===== config.mk =====
export PLATFORM = sky130hd
export DESIGN_NAME = tcs_ctrl
export DESIGN_NICKNAME = d
export VERILOG_FILES = /design/src/design/tcs_pkg.sv /design/src/design/tcs_ctrl.sv
export SDC_FILE = /design/constraint.sdc
export NUM_CORES = 1
export LEC_CHECK = 0
export ABC_AREA = 1
export BUFFER_PORTS_ARGS = -buffer_cell sky130_fd_sc_hd__buf_4
export CAP_MARGIN = 25
export CORE_ASPECT_RATIO = 0.75
export CORE_UTILIZATION = 37
export CTS_BUF_LIST = sky130_fd_sc_hd__clkbuf_4 sky130_fd_sc_hd__clkbuf_8 sky130_fd_sc_hd__clkbuf_16
export DETAILED_ROUTE_END_ITERATION = 8
export PLACE_DENSITY_LB_ADDON = 0.05
export SLEW_MARGIN = 25
export SYNTH_ARGS = -nofsm -noshare
export SYNTH_HDL_FRONTEND = slang
export SYNTH_SLANG_ARGS = --single-unit

===== constraint.sdc =====
create_clock -name clk_i -period 1.8 [get_ports clk_i]
set_clock_uncertainty 0.15 [all_clocks]
set_input_delay 0.36 -clock clk_i [delete_from_list [all_inputs] [get_ports clk_i]]
set_output_delay 0.36 -clock clk_i [all_outputs]
set_load 0.05 [all_outputs]

===== src/design/tcs_pkg.sv =====
// tcs_pkg: shared types and codes of the timed cue scheduler.
// No dependencies; used by the interfaces and every module of the block but tcs_ram.
`default_nettype none
package tcs_pkg;

  localparam logic [2:0] ACT_BEACON  = 3'd0;
  localparam logic [2:0] ACT_PREPARE = 3'd1;
  localparam logic [2:0] ACT_FIRE    = 3'd2;
  localparam logic [2:0] ACT_CANCEL  = 3'd3;
  localparam logic [2:0] ACT_TICK    = 3'd4;

  localparam logic [1:0] ACK_STORED = 2'd0;
  localparam logic [1:0] ACK_BAD    = 2'd1;
  localparam logic [1:0] ACK_FULL   = 2'd2;

  localparam logic       KIND_ACK   = 1'b0;
  localparam logic       KIND_APPLY = 1'b1;

  localparam logic [31:0] OWN_ID_RESET = 32'd1;

  typedef struct packed {
    logic [2:0]  action;
    logic [31:0] msg_epoch;
    logic [31:0] cue_id;
    logic [7:0]  pat_code;
    logic [7:0]  bri_level;
    logic [31:0] time_ms;
    logic        ack_req;
    logic        target_is_node;
    logic [31:0] target_id;
    logic        payload_ok;
  } in_word_t;

  typedef struct packed {
    logic        kind;
    logic [1:0]  ack_code;
    logic [31:0] applied_cue;
    logic [7:0]  applied_pattern;
    logic [7:0]  applied_brightness;
    logic        last;
  } out_word_t;

  // controller -> datapath
  typedef struct packed {
    logic latch;
    logic beacon;
    logic fire_push;
    logic scan_start;
    logic scan_src_fire;
    logic scan_run;
    logic prep_commit;
    logic code_bad;
    logic emit_ack;
    logic fire_begin;
    logic fire_rd;
    logic fire_keep;
    logic fire_skip;
    logic fire_end;
    logic hold_load;
    logic push_hold;
    logic push_last;
  } cmd_t;

  // datapath -> controller
  typedef struct packed {
    logic [2:0] act;
    logic       ep_ok;
    logic       node_ok;
    logic       pok;
    logic       ack_in;
    logic       ack_q;
    logic       is_tick;
    logic       scan_done;
    logic       scan_hit;
    logic       fire_more;
    logic       fire_keep;
    logic       hold_v;
    logic       out_free;
  } stat_t;

  typedef enum logic [9:0] {
    S_IDLE   = 10'b00_0000_0001,
    S_PSCAN  = 10'b00_0000_0010,
    S_PWR    = 10'b00_0000_0100,
    S_EMIT   = 10'b00_0000_1000,
    S_CSCAN  = 10'b00_0001_0000,
    S_FRD    = 10'b00_0010_0000,
    S_FCHK   = 10'b00_0100_0000,
    S_TSCAN  = 10'b00_1000_0000,
    S_TAPPLY = 10'b01_0000_0000,
    S_TLAST  = 10'b10_0000_0000
  } state_e;

endpackage
`default_nettype wire


===== src/design/tcs_ctrl.sv =====
// tcs_ctrl: sequencer of the cue scheduler.
// Depends on tcs_pkg; drives tcs_dpath through cmd_t, reads stat_t.
`default_nettype none
module tcs_ctrl (
  input  wire logic           clk_i,
  input  wire logic           rst_ni,
  input  wire logic           in_valid_i,
  output      logic           in_ready_o,
  input  wire tcs_pkg::stat_t st_i,
  output      tcs_pkg::cmd_t  cmd_o
);
  tcs_pkg::state_e state_q, state_d;
  logic acc;

  assign in_ready_o = (state_q == tcs_pkg::S_IDLE);
  assign acc        = in_ready_o && in_valid_i;

  always_comb begin
    cmd_o   = '0;
    state_d = state_q;
    case (state_q)
      tcs_pkg::S_IDLE: begin
        if (acc) begin
          cmd_o.latch = 1'b1;
          case (st_i.act)
            tcs_pkg::ACT_BEACON: cmd_o.beacon = 1'b1;
            tcs_pkg::ACT_PREPARE: begin
              if (st_i.ep_ok && st_i.node_ok) begin
                if (!st_i.pok) begin
                  cmd_o.code_bad = 1'b1;
                  if (st_i.ack_in) state_d = tcs_pkg::S_EMIT;
                end else begin
                  cmd_o.scan_start = 1'b1;
                  state_d = tcs_pkg::S_PSCAN;
                end
              end
            end
            tcs_pkg::ACT_FIRE: cmd_o.fire_push = st_i.ep_ok && st_i.pok;
            tcs_pkg::ACT_CANCEL: begin
              if (st_i.ep_ok && st_i.pok) begin
                cmd_o.scan_start = 1'b1;
                state_d = tcs_pkg::S_CSCAN;
              end
            end
            tcs_pkg::ACT_TICK: begin
              cmd_o.fire_begin = 1'b1;
              state_d = tcs_pkg::S_FRD;
            end
            default: ;
          endcase
        end
      end
      tcs_pkg::S_PSCAN: begin
        cmd_o.scan_run = 1'b1;
        if (st_i.scan_done) state_d = tcs_pkg::S_PWR;
      end
      tcs_pkg::S_PWR: begin
        cmd_o.prep_commit = 1'b1;
        state_d = st_i.ack_q ? tcs_pkg::S_EMIT : tcs_pkg::S_IDLE;
      end
      tcs_pkg::S_EMIT: begin
        if (st_i.out_free) begin
          cmd_o.emit_ack = 1'b1;
          state_d = tcs_pkg::S_IDLE;
        end
      end
      tcs_pkg::S_CSCAN: begin
        cmd_o.scan_run = 1'b1;
        if (st_i.scan_done) begin
          cmd_o.fire_begin = 1'b1;
          state_d = tcs_pkg::S_FRD;
        end
      end
      tcs_pkg::S_FRD: begin
        if (st_i.fire_more) begin
          cmd_o.fire_rd = 1'b1;
          state_d = tcs_pkg::S_FCHK;
        end else begin
          cmd_o.fire_end = 1'b1;
          state_d = (st_i.is_tick && st_i.hold_v) ? tcs_pkg::S_TLAST : tcs_pkg::S_IDLE;
        end
      end
      tcs_pkg::S_FCHK: begin
        if (st_i.fire_keep) begin
          cmd_o.fire_keep = 1'b1;
          state_d = tcs_pkg::S_FRD;
        end else begin
          cmd_o.fire_skip = 1'b1;
          if (st_i.is_tick) begin
            cmd_o.scan_start    = 1'b1;
            cmd_o.scan_src_fire = 1'b1;
            state_d = tcs_pkg::S_TSCAN;
          end else begin
            state_d = tcs_pkg::S_FRD;
          end
        end
      end
      tcs_pkg::S_TSCAN: begin
        cmd_o.scan_run = 1'b1;
        if (st_i.scan_done) state_d = st_i.scan_hit ? tcs_pkg::S_TAPPLY : tcs_pkg::S_FRD;
      end
      tcs_pkg::S_TAPPLY: begin
        if (!st_i.hold_v) begin
          cmd_o.hold_load = 1'b1;
          state_d = tcs_pkg::S_FRD;
        end else if (st_i.out_free) begin
          cmd_o.push_hold = 1'b1;
          cmd_o.hold_load = 1'b1;
          state_d = tcs_pkg::S_FRD;
        end
      end
      tcs_pkg::S_TLAST: begin
        if (st_i.out_free) begin
          cmd_o.push_hold = 1'b1;
          cmd_o.push_last = 1'b1;
          state_d = tcs_pkg::S_IDLE;
        end
      end
      default: state_d = tcs_pkg::S_IDLE;
    endcase
  end

  always_ff @(posedge clk_i or negedge rst_ni) begin
    if (!rst_ni) state_q <= tcs_pkg::S_IDLE;
    else         state_q <= state_d;
  end

  a_scan_only_in_scan: assert property (@(posedge clk_i) disable iff (!rst_ni)
    cmd_o.scan_run |-> (state_q == tcs_pkg::S_PSCAN || state_q == tcs_pkg::S_CSCAN
                        || state_q == tcs_pkg::S_TSCAN))
    else $error("scan runs outside a scan state");
  a_push_needs_free: assert property (@(posedge clk_i) disable iff (!rst_ni)
    (cmd_o.push_hold || cmd_o.emit_ack) |-> st_i.out_free)
    else $error("result pushed into busy output register");
  a_hold_no_overwrite: assert property (@(posedge clk_i) disable iff (!rst_ni)
    (cmd_o.hold_load && st_i.hold_v) |-> cmd_o.push_hold)
    else $error("held result lost");
endmodule
`default_nettype wire


# Word-level counts from Yosys, hierarchy flattened
# Cells that the tools add are included.
# totals
regBits	10
latch_bits	0
ramBits	0
rom_bits	0
input_bits	18
elab_cells	90
n_memories	0
# op_classes
add_sub_neg	0
n_mul	0
div	0
order_cmp	0
eq_ne	24
n_shift	0
n_mux	57
n_bitwise	0
n_reduce_logical	8
# op_table
op	count
two-way mux 10 bit	14
case mux 10 bit (9 select lines)	1
case mux 10 bit (3 select lines)	1
two-way mux 1 bit	28
== test 10 x 1 -> 1 bit (second input constant)	1
== test 10 bit (second input constant)	1
== test 10 x 2 -> 1 bit (second input constant)	1
== test 10 x 3 -> 1 bit (second input constant)	1
== test 10 x 4 -> 1 bit (second input constant)	1
== test 10 x 5 -> 1 bit (second input constant)	1
== test 10 x 6 -> 1 bit (second input constant)	1
== test 10 x 7 -> 1 bit (second input constant)	1
== test 10 x 8 -> 1 bit (second input constant)	1
== test 10 x 9 -> 1 bit (second input constant)	1
AND reduction 10 bit	1
two-way mux 9 bit	1
inequality test 3 bit (second input constant)	3
two-way mux 2 bit	4
two-way mux 4 bit	2
two-way mux 8 bit	1
case mux 1 bit (2 select lines)	4
== test 3 x 2 -> 1 bit (second input constant)	2
inequality test 2 bit (second input constant)	3
logical AND 1 bit	4
other kinds (9)	10

# Logic depth before layout (Yosys ltp)
# logic_depth
word_depth	6
depth_mapped	10
depth_no_buf	10

# Worst setup path after synthesis
# No wires, ideal clock.
# synth_timing
path_kind	register -> output
startpoint	register state_q[3]
endpoint	output cmd_o[13] in the netlist's numbering
t_arrival_ps	2292
required_ps	1290
slack_ps	-1002
path_stages_with_launch	8
n_path_buf	0
path_cell_list	dfrtp_1 -> nor2_2 -> nand2_4 -> nor2_1 -> nand2_1 -> nor2_1 -> nand2_1 -> o21ai_1
# synth_rtl
item	line	text
from (decl)	tcs_ctrl.sv:12	tcs_pkg::state_e state_q, state_d;
from (signal assigned)	tcs_ctrl.sv:124	if (!rst_ni) state_q <= tcs_pkg::S_IDLE;
from (signal assigned)	tcs_ctrl.sv:125	else state_q <= state_d;
to (decl)	tcs_ctrl.sv:10	output tcs_pkg::cmd_t cmd_o

==> impl_metrics.tcl <==
set metrics [dict create \
    drive_above_1_share_pct 64.8 \
    vias 1515 \
    avgRoutedWirePerCell_um 16.4 \
    r2r_start "state_q[9]$_DFFE_PN0P_" \
    antenna_found_initial 0 \
    utilization_pct 86.1 \
    start_util_pct 39.7 \
    timing.final.crit_share_pct 123 \
    tightest_slew_ns 0.332 \
    rr_endpoint "state_q[0]$_DFFE_PN1P_" \
    clk_latency_ns 0.24 \
    fill_cells 150 \
    drt_first_pass_iters 4 \
    synth_top_area_share_pct 21.3 \
    crit_chain "nor2_4, nand2_2, nor2_4, nand2_4, clkinv_8, nand2_8, inv_12, nand3_4, nor3_4, buf_6" \
    top_regs "state_q (10)" \
    p_total_mw 3.15 \
    core_region_area_um2 2660 \
    setup_tns_ns -7.07 \
    grt_pass1_vias 1385 \
    power_frac_seq_pct 11.2 \
    clock_sinks 10 \
    grt.total_usage_pct 28.5 \
    setup_viol_count_final 27 \
    yosysTopAreaCell "dfrtp_1" \
    cts-root-buf "clkbuf_8" \
    cpMostUsedCell "nor2_4" \
    min_to "state_q[9]$_DFFE_PN0P_" \
    largest_register_ffs 10 \
    clock_path_buffers 2 \
    cpPeakStageDelay_ns 0.41 \
    synth_edf_count 0 \
    fmax_mhz 451 \
    hold_viol 0 \
    multi_input_area_um2 1010 \
    ys_ff_latch 10 \
    combPwrFrac_pct 80.3 \
    p_leak_nw 1.16 \
    grt_max_degree 11 \
    required_ns 1.29 \
    slew_viol_final 0 \
    netlist_area_um2 1060 \
    drc_errors 0 \
    async_flop_share_pct 100 \
    synth_nets 190 \
    grt-ovfl-total 0 \
    die_w_um 63.7 \
    clkPwrFrac_pct 8.5 \
    drt_iter0_markers 43 \
    syn_area_per_cell_um2 6.15 \
    cp-start-kind "register" \
    post-route-min-period_ns 2.22 \
    synth_most_common_cell "nand2_1" \
    clk_pin_slew_ns 0.06 \
    cts_tree "built" \
    slew_headroom_pct 77.7 \
    fin_area_um2 2290 \
    min_path_type "in2reg" \
    cts_inserted_buffers 3 \
    power_switching_mw 1.63 \
    maxCapViolations 0 \
    dieArea_um2 3080 \
    power_density_nw_per_um2 1370 \
    io_buffers 35 \
    ys.flop_type "dfrtp_1" \
    peakVddDrop_mv 0.645 \
    ys_seq_area_share_pct 23.8 \
    synth_cell_type_count 23 \
    ys_top_cells_by_area "dfrtp_1, nand2_1, nor2_1, inv_1, nand3_1" \
    status "finished with violations" \
    hpwlAfterDp_mm 2.94 \
    crit_fanout 2 \
    worstPathArrival_ns 1.71 \
    regMostFlops "state_q" \
    place_area_um2 1760 \
    cp_num_buf_inv 3 \
    ff2ff_path_depth 12 \
    num_rows 16 \
    endpoint_kind "output port" \
    seq_area_um2 253 \
    fin_nets 280 \
    die_h_um 48.3 \
    rsz0062_at_grt "true" \
    syn_inst 172 \
    routed_wl_mm 4.87 \
    synth_warnings 0 \
    diodes 0 \
    ant_nets 0 \
    place_congestion 0.918 \
    synth_common_cells "nand2_1, nor2_1, inv_1, nand3_1, dfrtp_1" \
    grt_pass1_wl_mm 6.36 \
    slowest_stage "dfrtp_1" \
    setup_ws_ns -0.415 \
    crit_family "simple AND/OR/NAND/NOR gates" \
    swShare_pct 51.7 \
    critPathKind "reg2out" \
    syn2layout_area_growth_pct 117 \
    htreeDepth 1 \
    ios 36 \
    min_path_cells 3 \
    avgViaCountPerCell 5.10 \
    violations "negative setup slack" \
    internal_power_mw 1.52 \
    hp-start "st_i[1]" \
    r2r_slack_ns -0.16 \
]
-- cells by family after synthesis --
group,after synthesis,share of synthesized area [%]
compound gates,12,10.2
buf+inv,31,11.1
flops,10,23.8
simple gates,119,54.9
-- power by group through the flow --
stage	combinational [mW]	sequential [mW]	clock [mW]
5_1_grt	2.64	0.359	0.283
3_5_place_dp	1.78	0.338	0
4_1_cts	2.21	0.347	0.265
2_1_floorplan	1.22	0.338	0
6_report	2.53	0.353	0.268
3_3_place_gp	1.76	0.335	0
-- per-layer routing --
layer  part of all wire (%)  vias to the layer above  track usage, %
li1                       -                      712               -
met1                     40                      723            35.5
met2                     53                       70            53.2
met3                    5.3                       10            4.44
met4                    2.0                        0            8.64
met5                      0                        -               0
-- layout make-up --
class	count	area share (%)
clock buffers	4	2.13
inverters	31	6.66
multi-input cells	131	43.9
flip-flops and latches	10	11.0
well taps	36	1.96
repair buffers	85	34.3
-- metrics by stage --
| stage | hold slack (ns) | worst slack [ns] | instances |
|---|---|---|---|
| 3_3_place_gp | 0.0420 | -0.151 | 273 |
| 2_1_floorplan | -0.0856 | -0.408 | 172 |
| 6_report | 0.270 | -0.415 | 297 |
| 4_1_cts | 0.266 | -0.372 | 287 |
| 5_1_grt | 0.286 | -0.494 | 297 |
| 3_5_place_dp | 0.0446 | -0.202 | 273 |
-- what timing repair did --
item                                    4_1_cts  5_1_grt
gates resized for setup                      71       25
buffers inserted                             11       13
endpoints found under the setup margin       25       27
endpoints found under the hold margin        10        0
hold buffers                                  1        0
pin swaps                                    19       16
-- cell usage in the layout (no fill, tap or decap), drive strengths merged --
cell type	Yosys	routed
clkinvlp	0	1
clkbuf	0	4
dfstp	1	1
o21ai	4	4
nand2	53	53
nor2	46	46
a21oi	3	3
dlygate4sd3	0	1
nand3	16	16
o21bai	1	1
clkinv	1	1
dfrtp	9	9
buf	0	84
nor3	3	3
o22ai	3	3
o2111ai	1	1
inv	30	29
nand4	1	1
-- worst max-delay path by stage --
stage,slack (ns),start,end,cells past startpoint
finish,-0.42,state_q[6]$_DFFE_PN0P_,cmd_o[14],10
detailed placement,-0.20,state_q[0]$_DFFE_PN1P_,cmd_o[14],9
global placement,-0.15,state_q[0]$_DFFE_PN1P_,cmd_o[14],9
CTS,-0.37,state_q[9]$_DFFE_PN0P_,cmd_o[14],10
global route,-0.49,state_q[2]$_DFFE_PN0P_,cmd_o[14],10
floorplan,-0.41,state_q[2]$_DFFE_PN0P_,cmd_o[14],9
-- worst reg2reg max path, cell delays in order, from the launching register on --
cell and delay [ns]:
dfrtp_1 0.42, nor2_2 0.14, buf_4 0.13, buf_4 0.09
buf_4 0.10, nand3_1 0.07, nor2_1 0.20, nand3_1 0.14
nand3_2 0.10, nor2_4 0.06, nand2_4 0.16, nand2_2 0.08
nand2_2 0.06
Power figures use the tool's default switching activity.
